<file path="config.mk">
export PLATFORM = sky130hd
export DESIGN_NAME = rle_literal_run_encoder
export DESIGN_NICKNAME = d
export VERILOG_FILES = /design/src/rtl/core/rle_pkg.sv /design/src/rtl/core/rle_ram.sv /design/src/rtl/core/rle_front.sv /design/src/rtl/core/rle_cmd_fifo.sv /design/src/rtl/core/rle_back.sv /design/src/rtl/core/rle_literal_run_encoder.sv
export SDC_FILE = /design/constraint.sdc
export NUM_CORES = 2
export LEC_CHECK = 0
export ABC_AREA = 1
export CAP_MARGIN = 20
export CORE_UTILIZATION = 33
export CTS_CLUSTER_DIAMETER = 150
export DETAILED_ROUTE_END_ITERATION = 8
export DONT_BUFFER_PORTS = 1
export PLACE_DENSITY = 0.58
export SLEW_MARGIN = 0
export SYNTH_ARGS = -nofsm -noshare
export SYNTH_HDL_FRONTEND = slang
export SYNTH_SLANG_ARGS = --single-unit
</file>
<file path="constraint.sdc">
create_clock -name clk -period 4.8 [get_ports clk]
set_clock_uncertainty 0.15 [all_clocks]
set_input_delay 0.96 -clock clk [delete_from_list [all_inputs] [get_ports clk]]
set_output_delay 0.96 -clock clk [all_outputs]
set_load 0.01 [all_outputs]
</file>
<file path="src/rtl/core/rle_pkg.sv">
package rle_pkg;

  // Count fields in the command word cover the full range of both limits.
  localparam int CNT_W = 7;

  typedef struct packed {
    logic [7:0] in_byte;
    logic       end_of_stream;
  } in_item_t;

  typedef struct packed {
    logic [7:0] out_byte;
    logic       last_result;
    logic       stream_done;
  } out_item_t;

  // One command per input item that produces output: an optional run pair and
  // an optional literal group, in the order given by lit_first.
  typedef struct packed {
    logic             run_en;
    logic [CNT_W-1:0] run_cnt;
    logic [7:0]       run_sym;
    logic             lit_en;
    logic [CNT_W-1:0] lit_cnt;
    logic             lit_bank;
    logic             lit_first;
    logic             done;
  } cmd_t;

  // Back end hands a literal bank back to the front end.
  typedef struct packed {
    logic en;
    logic bank;
  } bank_rel_t;

endpackage

</file>
<file path="src/rtl/core/rle_ram.sv">
module rle_ram #(
  parameter int WIDTH = 8,
  parameter int DEPTH = 256,
  localparam int AW   = $clog2(DEPTH)
) (
  input  logic             clk,
  input  logic             wr_en,
  input  logic [AW-1:0]    wr_addr,
  input  logic [WIDTH-1:0] wr_data,
  input  logic             rd_en,
  input  logic [AW-1:0]    rd_addr,
  output logic [WIDTH-1:0] rd_data
);

  logic [WIDTH-1:0] mem_r [DEPTH];
  logic [WIDTH-1:0] rd_data_r;

  always_ff @(posedge clk) begin
    if (wr_en) begin
      mem_r[wr_addr] <= wr_data;
    end
    if (rd_en) begin
      rd_data_r <= mem_r[rd_addr];
    end
  end

  assign rd_data = rd_data_r;

endmodule

</file>
<file path="src/rtl/core/rle_front.sv">
module rle_front #(
  parameter int MAX_RUN     = 127,
  parameter int MAX_LITERAL = 63,
  localparam int AW         = $clog2(MAX_LITERAL)
) (
  input  logic              clk,
  input  logic              rst_n,
  input  logic              in_valid,
  output logic              in_stall,
  input  rle_pkg::in_item_t in_data,
  input  logic              fifo_full,
  output logic              push,
  output rle_pkg::cmd_t     cmd,
  output logic              wr_en,
  output logic [AW:0]       wr_addr,
  output logic [7:0]        wr_data,
  input  rle_pkg::bank_rel_t rel
);
  import rle_pkg::*;

  localparam int CW = $clog2(MAX_LITERAL + 1);
  localparam int RW = $clog2(MAX_RUN + 1);
  localparam logic [CW-1:0] LIT_MAX = CW'(MAX_LITERAL);
  localparam logic [RW-1:0] RUN_MAX = RW'(MAX_RUN);
  localparam logic [RW-1:0] RUN_TWO = RW'(2);

  logic [7:0]    prev_r, prev_nxt;
  logic          have_r, have_nxt;
  logic          in_run_r, in_run_nxt;
  logic [RW-1:0] run_cnt_r, run_cnt_nxt;
  logic [CW-1:0] lit_cnt_r, lit_cnt_nxt;
  logic          wbank_r, wbank_nxt;
  logic [1:0]    busy_r, busy_nxt;

  logic          acc;
  logic          same;
  logic [CW-1:0] lc_inc, lc_dec;
  logic [RW-1:0] rc_inc;

  // Hold input while the queue is full or the bank to be filled is still draining.
  assign in_stall = fifo_full || busy_r[wbank_r];
  assign acc      = in_valid && !in_stall;
  assign same     = have_r && (in_data.in_byte == prev_r);
  assign lc_inc   = CW'(lit_cnt_r + 1'b1);
  assign lc_dec   = CW'(lit_cnt_r - 1'b1);
  assign rc_inc   = RW'(run_cnt_r + 1'b1);
  assign wr_data  = in_data.in_byte;
  assign wr_addr  = {wbank_r, lit_cnt_r[AW-1:0]};

  always_comb begin
    prev_nxt    = prev_r;
    have_nxt    = have_r;
    in_run_nxt  = in_run_r;
    run_cnt_nxt = run_cnt_r;
    lit_cnt_nxt = lit_cnt_r;
    wbank_nxt   = wbank_r;
    busy_nxt    = busy_r;
    cmd         = '0;
    wr_en       = 1'b0;
    push        = 1'b0;
    if (rel.en) begin
      busy_nxt[rel.bank] = 1'b0;
    end
    if (acc) begin
      if (same && in_run_r) begin
        if (rc_inc == RUN_MAX) begin
          cmd.run_en  = 1'b1;
          cmd.run_cnt = CNT_W'(rc_inc);
          cmd.run_sym = prev_r;
          in_run_nxt  = 1'b0;
          run_cnt_nxt = '0;
          have_nxt    = 1'b0;
        end else begin
          run_cnt_nxt = rc_inc;
        end
      end else if (same) begin
        // Take the repeated byte back out of the group and open a run of two.
        cmd.lit_first = 1'b1;
        if (lc_dec != '0) begin
          cmd.lit_en  = 1'b1;
          cmd.lit_cnt = CNT_W'(lc_dec);
        end
        lit_cnt_nxt = '0;
        in_run_nxt  = 1'b1;
        run_cnt_nxt = RUN_TWO;
        if (RUN_TWO == RUN_MAX) begin
          cmd.run_en  = 1'b1;
          cmd.run_cnt = CNT_W'(RUN_TWO);
          cmd.run_sym = prev_r;
          in_run_nxt  = 1'b0;
          run_cnt_nxt = '0;
          have_nxt    = 1'b0;
        end
      end else begin
        if (in_run_r) begin
          cmd.run_en  = 1'b1;
          cmd.run_cnt = CNT_W'(run_cnt_r);
          cmd.run_sym = prev_r;
          in_run_nxt  = 1'b0;
          run_cnt_nxt = '0;
        end
        wr_en    = 1'b1;
        prev_nxt = in_data.in_byte;
        have_nxt = 1'b1;
        if (lc_inc == LIT_MAX) begin
          cmd.lit_en  = 1'b1;
          cmd.lit_cnt = CNT_W'(lc_inc);
          lit_cnt_nxt = '0;
          have_nxt    = 1'b0;
        end else begin
          lit_cnt_nxt = lc_inc;
        end
      end
      if (in_data.end_of_stream) begin
        if (in_run_nxt) begin
          cmd.run_en  = 1'b1;
          cmd.run_cnt = CNT_W'(run_cnt_nxt);
          cmd.run_sym = prev_nxt;
        end else if (lit_cnt_nxt != '0) begin
          cmd.lit_en  = 1'b1;
          cmd.lit_cnt = CNT_W'(lit_cnt_nxt);
        end
        prev_nxt    = '0;
        have_nxt    = 1'b0;
        in_run_nxt  = 1'b0;
        run_cnt_nxt = '0;
        lit_cnt_nxt = '0;
      end
      cmd.lit_bank = wbank_r;
      cmd.done     = in_data.end_of_stream;
      push         = cmd.run_en || cmd.lit_en;
      if (cmd.lit_en) begin
        wbank_nxt         = ~wbank_r;
        busy_nxt[wbank_r] = 1'b1;
      end
    end
  end

  always_ff @(posedge clk) begin
    if (!rst_n) begin
      prev_r    <= '0;
      have_r    <= 1'b0;
      in_run_r  <= 1'b0;
      run_cnt_r <= '0;
      lit_cnt_r <= '0;
      wbank_r   <= 1'b0;
      busy_r    <= '0;
    end else begin
      prev_r    <= prev_nxt;
      have_r    <= have_nxt;
      in_run_r  <= in_run_nxt;
      run_cnt_r <= run_cnt_nxt;
      lit_cnt_r <= lit_cnt_nxt;
      wbank_r   <= wbank_nxt;
      busy_r    <= busy_nxt;
    end
  end

  a_run_empty_store: assert property (@(posedge clk) disable iff (!rst_n)
    in_run_r |-> (lit_cnt_r == '0))
    else $error("literal store not empty during a run");

  a_write_free_bank: assert property (@(posedge clk) disable iff (!rst_n)
    wr_en |-> !busy_r[wbank_r])
    else $error("literal write into a bank still being drained");

  a_prev_in_store: assert property (@(posedge clk) disable iff (!rst_n)
    (have_r && !in_run_r) |-> (lit_cnt_r != '0))
    else $error("previous byte outside a run but store empty");

endmodule

</file>
<file path="src/rtl/core/rle_cmd_fifo.sv">
module rle_cmd_fifo #(
  parameter int DEPTH = 4
) (
  input  logic          clk,
  input  logic          rst_n,
  input  logic          push,
  input  rle_pkg::cmd_t push_cmd,
  input  logic          pop,
  output rle_pkg::cmd_t head,
  output logic          full,
  output logic          empty
);
  import rle_pkg::*;

  localparam int PW = $clog2(DEPTH);
  localparam int NW = $clog2(DEPTH + 1);
  localparam logic [PW-1:0] LAST_PTR = PW'(DEPTH - 1);
  localparam logic [NW-1:0] FULL_CNT = NW'(DEPTH);

  cmd_t          mem_r [DEPTH];
  logic [PW-1:0] wr_ptr_r, rd_ptr_r;
  logic [NW-1:0] count_r;

  assign full  = (count_r == FULL_CNT);
  assign empty = (count_r == '0);
  assign head  = mem_r[rd_ptr_r];

  always_ff @(posedge clk) begin
    if (push) begin
      mem_r[wr_ptr_r] <= push_cmd;
    end
  end

  always_ff @(posedge clk) begin
    if (!rst_n) begin
      wr_ptr_r <= '0;
      rd_ptr_r <= '0;
      count_r  <= '0;
    end else begin
      if (push) begin
        wr_ptr_r <= (wr_ptr_r == LAST_PTR) ? '0 : PW'(wr_ptr_r + 1'b1);
      end
      if (pop) begin
        rd_ptr_r <= (rd_ptr_r == LAST_PTR) ? '0 : PW'(rd_ptr_r + 1'b1);
      end
      if (push && !pop) begin
        count_r <= NW'(count_r + 1'b1);
      end else if (pop && !push) begin
        count_r <= NW'(count_r - 1'b1);
      end
    end
  end

  a_no_overflow: assert property (@(posedge clk) disable iff (!rst_n)
    push |-> !full)
    else $error("command queue overflow");

  a_no_underflow: assert property (@(posedge clk) disable iff (!rst_n)
    pop |-> !empty)
    else $error("command queue underflow");

  a_nonempty_cmd: assert property (@(posedge clk) disable iff (!rst_n)
    push |-> (push_cmd.run_en || push_cmd.lit_en))
    else $error("command with no output queued");

endmodule

</file>
<file path="src/rtl/core/rle_back.sv">
module rle_back #(
  parameter int MAX_LITERAL = 63,
  localparam int AW         = $clog2(MAX_LITERAL)
) (
  input  logic                clk,
  input  logic                rst_n,
  input  logic                fifo_empty,
  input  rle_pkg::cmd_t       head,
  output logic                pop,
  output logic                rd_en,
  output logic [AW:0]         rd_addr,
  input  logic [7:0]          rd_data,
  output rle_pkg::bank_rel_t  rel,
  output logic                out_valid,
  input  logic                out_stall,
  output rle_pkg::out_item_t  out_data
);
  import rle_pkg::*;

  localparam int CW = $clog2(MAX_LITERAL + 1);

  typedef enum logic [4:0] {
    ST_IDLE = 5'b00001,
    ST_RUNC = 5'b00010,
    ST_RUNS = 5'b00100,
    ST_LITC = 5'b01000,
    ST_LITD = 5'b10000
  } back_st_t;

  back_st_t      st_r, st_nxt;
  cmd_t          cmd_r, cmd_nxt;
  logic [CW-1:0] idx_r, idx_nxt;
  logic          out_valid_r, out_valid_nxt;
  out_item_t     out_data_r, out_data_nxt;

  logic          adv;
  logic [CW-1:0] lit_cnt;
  logic          lit_end;
  logic          tail;

  assign adv     = !out_valid_r || !out_stall;
  assign lit_cnt = CW'(cmd_r.lit_cnt);
  assign lit_end = (idx_r == lit_cnt);

  always_comb begin
    st_nxt        = st_r;
    cmd_nxt       = cmd_r;
    idx_nxt       = idx_r;
    out_data_nxt  = out_data_r;
    out_valid_nxt = out_valid_r && !adv;
    pop           = 1'b0;
    rd_en         = 1'b0;
    rd_addr       = {cmd_r.lit_bank, idx_r[AW-1:0]};
    rel           = '0;
    tail          = 1'b0;
    case (st_r)
      ST_IDLE: begin
        if (!fifo_empty) begin
          pop     = 1'b1;
          cmd_nxt = head;
          if (head.run_en && !(head.lit_en && head.lit_first)) begin
            st_nxt = ST_RUNC;
          end else begin
            st_nxt = ST_LITC;
          end
        end
      end
      ST_RUNC: begin
        if (adv) begin
          out_valid_nxt = 1'b1;
          out_data_nxt  = '{out_byte: 8'(cmd_r.run_cnt), last_result: 1'b0, stream_done: 1'b0};
          st_nxt        = ST_RUNS;
        end
      end
      ST_RUNS: begin
        if (adv) begin
          tail          = !(cmd_r.lit_en && !cmd_r.lit_first);
          out_valid_nxt = 1'b1;
          out_data_nxt  = '{out_byte: cmd_r.run_sym, last_result: tail,
                            stream_done: tail && cmd_r.done};
          st_nxt        = tail ? ST_IDLE : ST_LITC;
        end
      end
      ST_LITC: begin
        if (adv) begin
          out_valid_nxt = 1'b1;
          out_data_nxt  = '{out_byte: 8'd0 - 8'(cmd_r.lit_cnt), last_result: 1'b0,
                            stream_done: 1'b0};
          // Prefetch the first literal of the group.
          rd_en         = 1'b1;
          rd_addr       = {cmd_r.lit_bank, {AW{1'b0}}};
          idx_nxt       = CW'(1);
          st_nxt        = ST_LITD;
        end
      end
      ST_LITD: begin
        if (adv) begin
          tail          = lit_end && !(cmd_r.run_en && cmd_r.lit_first);
          out_valid_nxt = 1'b1;
          out_data_nxt  = '{out_byte: rd_data, last_result: tail,
                            stream_done: tail && cmd_r.done};
          if (lit_end) begin
            rel.en   = 1'b1;
            rel.bank = cmd_r.lit_bank;
            st_nxt   = tail ? ST_IDLE : ST_RUNC;
          end else begin
            rd_en   = 1'b1;
            idx_nxt = CW'(idx_r + 1'b1);
          end
        end
      end
      default: begin
        st_nxt = ST_IDLE;
      end
    endcase
  end

  always_ff @(posedge clk) begin
    if (!rst_n) begin
      st_r        <= ST_IDLE;
      out_valid_r <= 1'b0;
    end else begin
      st_r        <= st_nxt;
      out_valid_r <= out_valid_nxt;
    end
  end

  always_ff @(posedge clk) begin
    cmd_r      <= cmd_nxt;
    idx_r      <= idx_nxt;
    out_data_r <= out_data_nxt;
  end

  assign out_valid = out_valid_r;
  assign out_data  = out_data_r;

  a_idx_range: assert property (@(posedge clk) disable iff (!rst_n)
    (st_r == ST_LITD) |-> ((idx_r != '0) && (idx_r <= lit_cnt)))
    else $error("literal index outside the group");

  a_busy_cmd: assert property (@(posedge clk) disable iff (!rst_n)
    (st_r != ST_IDLE) |-> (cmd_r.run_en || cmd_r.lit_en))
    else $error("back end working on an empty command");

  a_lit_state: assert property (@(posedge clk) disable iff (!rst_n)
    ((st_r == ST_LITC) || (st_r == ST_LITD)) |-> (cmd_r.lit_en && (lit_cnt != '0)))
    else $error("literal output without a literal group");

endmodule

</file>
<file path="src/rtl/core/rle_literal_run_encoder.sv">
// Results of an item pass through the command queue and the back end's registered output,
// one byte per cycle while out_stall is low; the back end returns to idle between commands.
// Input takes one byte per cycle while the 4-entry command queue has room and the
// literal bank being filled is not still draining; groups of up to 63 bytes can stall it.
// Reset (rst_n low, synchronous) clears encoder state, queue and output; the literal
// store is not cleared.
module rle_literal_run_encoder #(
  parameter int MAX_RUN     = 127,
  parameter int MAX_LITERAL = 63,
  parameter int FIFO_DEPTH  = 4
) (
  input  logic                clk,
  input  logic                rst_n,
  input  logic                in_valid,
  output logic                in_stall,
  input  rle_pkg::in_item_t   in_data,
  output logic                out_valid,
  input  logic                out_stall,
  output rle_pkg::out_item_t  out_data
);
  import rle_pkg::*;

  localparam int AW = $clog2(MAX_LITERAL);

  logic        fifo_full, fifo_empty;
  logic        push, pop;
  cmd_t        push_cmd, head;
  logic        wr_en, rd_en;
  logic [AW:0] wr_addr, rd_addr;
  logic [7:0]  wr_data, rd_data;
  bank_rel_t   rel;

  rle_front #(
    .MAX_RUN     (MAX_RUN),
    .MAX_LITERAL (MAX_LITERAL)
  ) u_front (
    .clk       (clk),
    .rst_n     (rst_n),
    .in_valid  (in_valid),
    .in_stall  (in_stall),
    .in_data   (in_data),
    .fifo_full (fifo_full),
    .push      (push),
    .cmd       (push_cmd),
    .wr_en     (wr_en),
    .wr_addr   (wr_addr),
    .wr_data   (wr_data),
    .rel       (rel)
  );

  rle_cmd_fifo #(
    .DEPTH (FIFO_DEPTH)
  ) u_fifo (
    .clk      (clk),
    .rst_n    (rst_n),
    .push     (push),
    .push_cmd (push_cmd),
    .pop      (pop),
    .head     (head),
    .full     (fifo_full),
    .empty    (fifo_empty)
  );

  // Two banks of literals: the front end fills one while the back end drains the other.
  rle_ram #(
    .WIDTH (8),
    .DEPTH (2 << AW)
  ) u_lit_ram (
    .clk     (clk),
    .wr_en   (wr_en),
    .wr_addr (wr_addr),
    .wr_data (wr_data),
    .rd_en   (rd_en),
    .rd_addr (rd_addr),
    .rd_data (rd_data)
  );

  rle_back #(
    .MAX_LITERAL (MAX_LITERAL)
  ) u_back (
    .clk        (clk),
    .rst_n      (rst_n),
    .fifo_empty (fifo_empty),
    .head       (head),
    .pop        (pop),
    .rd_en      (rd_en),
    .rd_addr    (rd_addr),
    .rd_data    (rd_data),
    .rel        (rel),
    .out_valid  (out_valid),
    .out_stall  (out_stall),
    .out_data   (out_data)
  );

endmodule

</file>
# Word-level counts from Yosys, hierarchy flattened

Memories as Yosys holds them, arrays and structs flattened. A register that Yosys moved wholly into a read port is not among the register bits.
Index checks and enable logic that the tools add are counted.

Input bits: 13
Output and inout bits: 12
Register bits after elaboration: 82
Word-level logic and storage cells: 199
Memories: 2
Memory bits (writable): 1132

Memory list:

| name            | words | bits a word | read ports | clocked after Yosys merged registers in | wr ports | line               | text |
|---|---|---|---|---|---|---|---|
| u_lit_ram.mem_r | 128   | 8           | 1          | 1                                       | 1        | rle_ram.sv:15      | `logic [WIDTH-1:0] mem_r [DEPTH];` |
| u_fifo.mem_r    | 4     | 27          | 1          | 1                                       | 1        | rle_cmd_fifo.sv:20 | `cmd_t mem_r [DEPTH];` |

$lt $le $gt $ge: 4
$add $sub $neg: 9
Equal/unequal tests: 21
Mux-type cells: 93
Reduce and logical (&&, ||, !) cells: 41
Bitwise gates (word level): 5

Operators by type and width:

| cell                                                  | count |
|---|---|
| 2-to-1 mux 16 bit                                     | 5 |
| 2-to-1 mux 8 bit                                      | 9 |
| 2-to-1 mux 6 bit                                      | 10 |
| 2-to-1 mux 24 bit                                     | 2 |
| 2-to-1 mux 10 bit                                     | 4 |
| case mux 10 bit (4 select lines)                      | 1 |
| 2-to-1 mux 7 bit                                      | 5 |
| 2-to-1 mux 1 bit                                      | 30 |
| 2-to-1 mux 5 bit                                      | 6 |
| 2-to-1 mux 27 bit                                     | 1 |
| case mux 5 bit (5 select lines)                       | 1 |
| 2-to-1 mux 2 bit                                      | 11 |
| logical AND 1 bit                                     | 15 |
| adder 6 x 1 -> 6 bit, second input constant           | 2 |
| case mux 6 bit (2 select lines)                       | 1 |
| nonzero test 6 bit                                    | 2 |
| logical NOT 1 bit                                     | 10 |
| inequality test 2 x 1 -> 1 bit, second input constant | 5 |
| == test 8 bit                                         | 1 |
| 2-to-1 mux 4 bit                                      | 2 |
| subtractor 1 x 7 -> 8 bit, first input constant       | 1 |
| adder 7 x 1 -> 7 bit, second input constant           | 1 |
| == test 7 bit, second input constant                  | 1 |
| == test 6 bit                                         | 1 |
| 33 further kinds                                      | 46 |

# Depth between registers and ports, before layout

Word-level depth: 17
Mapped depth: 23

# Hierarchy

From an unflattened synthesis, not the netlist that was laid out.

Cells, all modules: 4520
Area total of the unflattened synthesis: 51489.4 um2

By module, submodules not included:

| module       | cells each | times used | area each (um2) |
|---|---|---|---|
| rle_ram      | 3575       | 1          | 42184.2 |
| rle_cmd_fifo | 320        | 1          | 4510.6 |
| rle_front    | 395        | 1          | 2471.1 |
| rle_back     | 230        | 1          | 2323.5 |

# Worst setup path after synthesis

No wires, ideal clock.

Path type: input port to flip-flop
Start point: input in_data[3] (netlist bit)
End point: memory u_fifo.mem_r[0][0] (netlist bit), enable pin
Setup time: 0.409 ns
Data arrival time: 3.333 ns
Stages: 11
Slack: 0.908 ns
Buffers on the path: 0
Cells stage by stage: xnor2_1 inv_1 nor2_1 nand3_1 nand2_1 a21oi_1 nand3_1 nand2_2 nand3_2 nand2_1 nor2_1

Word-level cells in the longest chain between the ends: 14
Elaborated cells between the ends (all ways): 23
Those cells by class: eq/ne: 1; mux: 18; reduce/logical: 4

Ends and longest elaborated chain:

| what                                                  | line                             | text |
|---|---|---|
| start: declaration                                    | rle_literal_run_encoder.sv:16    | `input rle_pkg::in_item_t in_data,` |
| == test 8 bit (*)                                     | rle_front.sv:43                  | `assign same = have_r && (in_data.in_byte == prev_r);` |
| logical AND 1 bit (*)                                 | rle_front.sv:43                  |  |
| 2-to-1 mux 6 bit or logical AND 1 bit (tied branches) | rle_front.sv:76, rle_front.sv:65 |  |
| 2-to-1 mux 6 bit                                      | rle_front.sv:65                  | `if (same && in_run_r) begin` |
| 2-to-1 mux 6 bit                                      | rle_front.sv:64                  | `if (acc) begin` |
| nonzero test 6 bit                                    | rle_front.sv:119                 | `end else if (lit_cnt_nxt != '0) begin` |
| 2-to-1 mux 8 bit                                      | rle_front.sv:119                 |  |
| 2-to-1 mux 8 bit                                      | rle_front.sv:115                 | `if (in_run_nxt) begin` |
| 2-to-1 mux 24 bit (*)                                 | rle_front.sv:114                 | `if (in_data.end_of_stream) begin` |
| 2-to-1 mux 24 bit (*)                                 | rle_front.sv:64                  |  |
| logical OR 1 bit (*)                                  | rle_front.sv:131                 | `push = cmd.run_en \|\| cmd.lit_en;` |
| 2-to-1 mux 1 bit (*)                                  | rle_front.sv:64                  |  |
| 2-to-1 mux 1 bit (*)                                  | rle_cmd_fifo.sv:29               | `if (push) begin` |
| 2-to-1 mux 1 bit (implied by the code) (*)            | rle_cmd_fifo.sv:30               | `mem_r[wr_ptr_r] <= push_cmd;` |
| end: declaration                                      | rle_cmd_fifo.sv:20               |  |

Mark *: on every way between the ends. The rest lies on a longest branch, timed or not. The select of a mux whose other input is x is not followed.

# Final worst setup path

Start point: register u_front.lit_cnt_r[0]
End point: register u_fifo.count_r[1]

Word-level cells in the longest chain between the ends: 16
Elaborated cells between the ends (all ways): 24
Those cells by class: add/sub: 2; eq/ne: 1; mux: 14; reduce/logical: 7

Ends and longest elaborated chain:

| what                         | line                          | text |
|---|---|---|
| start: declaration           | rle_front.sv:31               | `logic [CW-1:0] lit_cnt_r, lit_cnt_nxt;` |
| start signal: assignment     | rle_front.sv:153              | `lit_cnt_r <= lit_cnt_nxt;` |
| adder 6 x 1 -> 6 bit         | rle_front.sv:44               | `assign lc_inc = CW'(lit_cnt_r + 1'b1);` |
| == test 6 bit                | rle_front.sv:105              | `if (lc_inc == LIT_MAX) begin` |
| 2-to-1 mux 6 bit             | rle_front.sv:105              |  |
| 2-to-1 mux 6 bit             | rle_front.sv:76               | `end else if (same) begin` |
| 2-to-1 mux 6 bit             | rle_front.sv:65               |  |
| 2-to-1 mux 6 bit             | rle_front.sv:64               |  |
| nonzero test 6 bit           | rle_front.sv:119              |  |
| 2-to-1 mux 8 bit             | rle_front.sv:119              |  |
| 2-to-1 mux 8 bit             | rle_front.sv:115              |  |
| 2-to-1 mux 24 bit (*)        | rle_front.sv:114              |  |
| 2-to-1 mux 24 bit (*)        | rle_front.sv:64               |  |
| logical OR 1 bit (*)         | rle_front.sv:131              |  |
| 2-to-1 mux 1 bit (*)         | rle_front.sv:64               |  |
| named net push               | rle_literal_run_encoder.sv:26 | `logic push, pop;` |
| logical NOT 1 bit            | rle_cmd_fifo.sv:48            | `end else if (pop && !push) begin` |
| logical AND 1 bit            | rle_cmd_fifo.sv:48            |  |
| nonzero test 2 bit (no line) | -                             |  |
| end signal: assignment       | rle_cmd_fifo.sv:47            | `count_r <= NW'(count_r + 1'b1);` |
| end signal: assignment       | rle_cmd_fifo.sv:49            | `count_r <= NW'(count_r - 1'b1);` |
| end: declaration             | rle_cmd_fifo.sv:22            | `logic [NW-1:0] count_r;` |

The timed path passes the listed nets; every way through them passes the cells marked *. The select of a mux whose other input is x is not followed.
A chain may end at the register's enable or synchronous reset.

==> flow_summary_export.csv <==
group,metric,value,unit
placed_design,port_buffers,0,
drt,vias_per_cell,5.076,
cts,numCtsBuffers,119,
cts,ctsHoldBuffers,0,
floorplanning,fp.dieH,394.8,microns
timing,rsz0062_at_grt,"no",
timing,period_needed,3.865,ns
run,max_cap_violations,0,
synthesis,synth.area.mux_share,0.01966,%
drt,dr.pass1.iters,5,
synthesis,yosysWarnings,0,
worst_setup_path,crit_type,"flop to flop",
worst_setup_path,startpoint_type,"flop",
timing,setup_viol,0,
synthesis,synth_nets,4179,
timing,fin_crit_sh,80.53,%
synthesis,synth_simple_gate_area_share,14.43,%
layout,mostFrequentLayoutCells,"1,178 x edfxtp_1, 563 x nand2_1, 435 x nand3_1",
power,power.leakage,18.84,nW
cts,h-tree-depth,3,
layout,multiInputGateArea,12600,sq um
floorplanning,rows,143,
worst_setup_path,cp.arrival,4.37,ns
cts,clock_path_buffers,3,
global_routing,use_met1,22.22,%
synthesis,syn_area,50910,sq um
global_routing,grt_pass1_vias,30440,
cts,post_cts_buffers,0,
global_routing,grt.total_usage,16.14,%
layout,area_growth,12.19,%
layout,nets,4118,
timing,timing.hold.ws,0.1383,ns
timing,fin_tns_setup,0,ns
layout,mostFrequentLayoutCell,"edfxtp_1",
layout,drive_gt1_share,11.36,%
drt,wl,127600,microns
synthesis,synth_top_family_by_area,"simple AND/OR/NAND/NOR gates",
global_routing,grtUsageMet2,26.18,%
cts,clock_latency,0.78,ns
timing,maxSlewViolCount,0,
global_routing,grt_pass1_wl,193700,microns
drt,wl_per_cell,20.51,microns
cts,post_cts_resized,0,
cts,cts.clk_slew.worst_paths,0.06,ns
worst_setup_path,cp-end-kind,"flop",
synthesis,synthXorXnorAreaFrac,0.2236,%
cts,cts_tree,"yes",
layout,fill_cells,14470,
status,run_status,"complete, no violations",
synthesis,synth_cells,4151,
timing,max_slew.worst_pin.slew,1.136,ns
worst_setup_path,cpPeakStageDelay,0.56,ns
worst_setup_path,crit_path_frequent_cell,"nand2_1",
worst_setup_path,worstPathRequired,5.31,ns
power,p_per_area,451.3,nW/um^2
hold_path,hp-class,"primary input to flop",
drt,vias,31570,
floorplanning,core-area,152600,sq um
cts,clkSinkCount,1219,
synthesis,synth_cell_type_count,48,
synthesis,syn-mean-instance-area,12.27,sq um
worst_setup_path,cpMaxStageDelayCell,"dfxtp_1",
floorplanning,start_util,33.36,%
timing,max_slew_margin,24.01,%
worst_setup_path,cp_cell_sequence,"ha_1 -> nand3_1 -> nand2_1 -> nand2_1 -> nor2_1 -> nand3_1 -> nand3b_1 -> nand2_1 -> nor2_1 -> nand3_1 -> nand2_2 -> nand3_2 -> nand2_1 -> inv_1 -> ha_1 -> inv_1 -> fa_1 -> o21ai_0 -> a21oi_1",
synthesis,synth-compound-area-share,9.609,%
drt,drcViolationCount,0,
worst_setup_path,crit_path_max_fanout,12,
floorplanning,dieArea,155900,sq um
global_routing,met3_usage,2.407,%
global_routing,busiest_layer,"met2",
drt,drtAntennaViolNets,0,
layout,seq_area,36190,sq um
synthesis,ys_seq_area_share,71.09,%
timing,max_freq,258.7,MHz
synthesis,synthAdderAreaFrac,0.3834,%
drt,drt_first_iter_violations,3292,
global_routing,overflow,0,
worst_setup_path,path_buf_inv,2,
worst_setup_path,crit_family,"simple AND/OR/NAND/NOR gates",
placed_design,dp_hpwl,71630,microns
synthesis,ys_ff_latch,1219,
global_routing,grt_antenna_before_repair,0,
timing,finalHoldViolCount,0,
global_routing,grt_max_degree,133,
power,vdd_drop_max,0.3137,mV
floorplanning,die_w,394.8,microns
layout,num_antenna_cells,0,
floorplanning,io_pins,25,
cts,root_buffer,"clkbuf_16",
placed_design,gp_congestion,0.8437,
Yosys cell counts, drive strengths merged:
library cell  count  area share [%]
a211oi            3           0.064
a21boi            1           0.015
a21oi            61            0.60
a221o             1           0.020
a221oi            1           0.017
a31oi             5           0.061
and2              1           0.012
buf             133             1.4
clkbuf          130            0.96
clkinv            2           0.015
dfxtp            41             1.6
edfxtp         1178              69
fa                1           0.039
ha               14            0.34
inv             254             1.9
mux2i             1           0.020
nand2           569             4.2
nand3           438             4.3
nand3b            2           0.029
nand4            21            0.29
nor2            406             3.0
nor3             14            0.15
nor4              3           0.037
o2111ai           3           0.052
o211a             1           0.020
o211ai          400             5.9
o21ai           208             2.0
o21bai            1           0.015
o221ai           16            0.28
o22ai            28            0.34
o31ai             2           0.029
o32ai             9            0.15
or2             190             2.3
xnor2             3           0.052
xor2             10            0.17
area by class of cell:
class | count | area share, %
well taps | 2030 | 4.447
clock inverters | 69 | 1.354
clock buffers | 152 | 5.535
multi-input cells | 2413 | 22.07
repair buffers | 81 | 1.525
inverters | 256 | 1.709
flip-flops and latches | 1219 | 63.36
state kept, by name (all words and copies together) (netlist names), named ones only:
name,cells
u_lit_ram.mem_r,1024
u_fifo.mem_r,104
u_back.cmd_r,26
u_back.out_data,10
u_front.prev_r,8
u_lit_ram.rd_data,8
u_front.run_cnt_r,7
u_back.idx_r,6
u_front.lit_cnt_r,6
u_back.st_r,5
u_fifo.count_r,3
u_fifo.rd_ptr_r,2
u_fifo.wr_ptr_r,2
u_front.busy_r,2
u_front.have_r,1
u_front.in_run_r,1
u_front.wbank_r,1
worst paths after layout:
kind	cells past startpoint	slack (ns)	from	endpoint
setup / recovery	19	0.93	u_front.lit_cnt_r[0]$_SDFFE_PN0P_	u_fifo.count_r[1]$_SDFFE_PN0P_
hold / removal	1	0.14	rst_n	u_back.st_r[0]$_SDFFE_PN1P_
setup reg to reg	19	0.93	u_front.lit_cnt_r[0]$_SDFFE_PN0P_	u_fifo.count_r[1]$_SDFFE_PN0P_
hold reg to reg	2	0.33	u_front.prev_r[1]$_SDFFE_PN0P_	u_front.prev_r[1]$_SDFFE_PN0P_
report_power, final:
| group | switching, mW | leakage [nW] | internal [mW] |
|---|---|---|---|
| Clock | 4.07 | 1.91 | 5.32 |
| Combinational | 2.91 | 6.00 | 1.21 |
| Sequential | 0.189 | 10.9 | 12.1 |
per-stage QoR:
stage | setup WS, ns | instances | util [%] | power [mW] | instance area [sq um]
2_1_floorplan | 0.9077 | 4151 | - | 15.20 | 50910
6_report | 0.9346 | 6220 | 37.43 | 25.78 | 57120
5_1_grt | 0.5555 | 6220 | 37.43 | 26.82 | 57120
3_3_place_gp | 0.5479 | 5999 | 34.85 | 16.60 | 53180
4_1_cts | 0.9502 | 6220 | 37.43 | 26.01 | 57120
3_5_place_dp | 0.6144 | 5999 | 34.85 | 16.64 | 53190
kinds of logic after synthesis:
group,Yosys count
muxes,1
xor gates and xnor gates,13
AOI/OAI and AO/OA,740
and+or+nand+nor,1644
adders and majority gates,15
DFF,1219
buffers and inverters,519
routing by layer:
metal  part of all wire [%]  up-vias
li1                       -    14950
met1                     45    15610
met2                     47      821
met3                    5.5      191
met4                    2.5        0
met5                      0        -
Power figures use the tool's default switching activity.
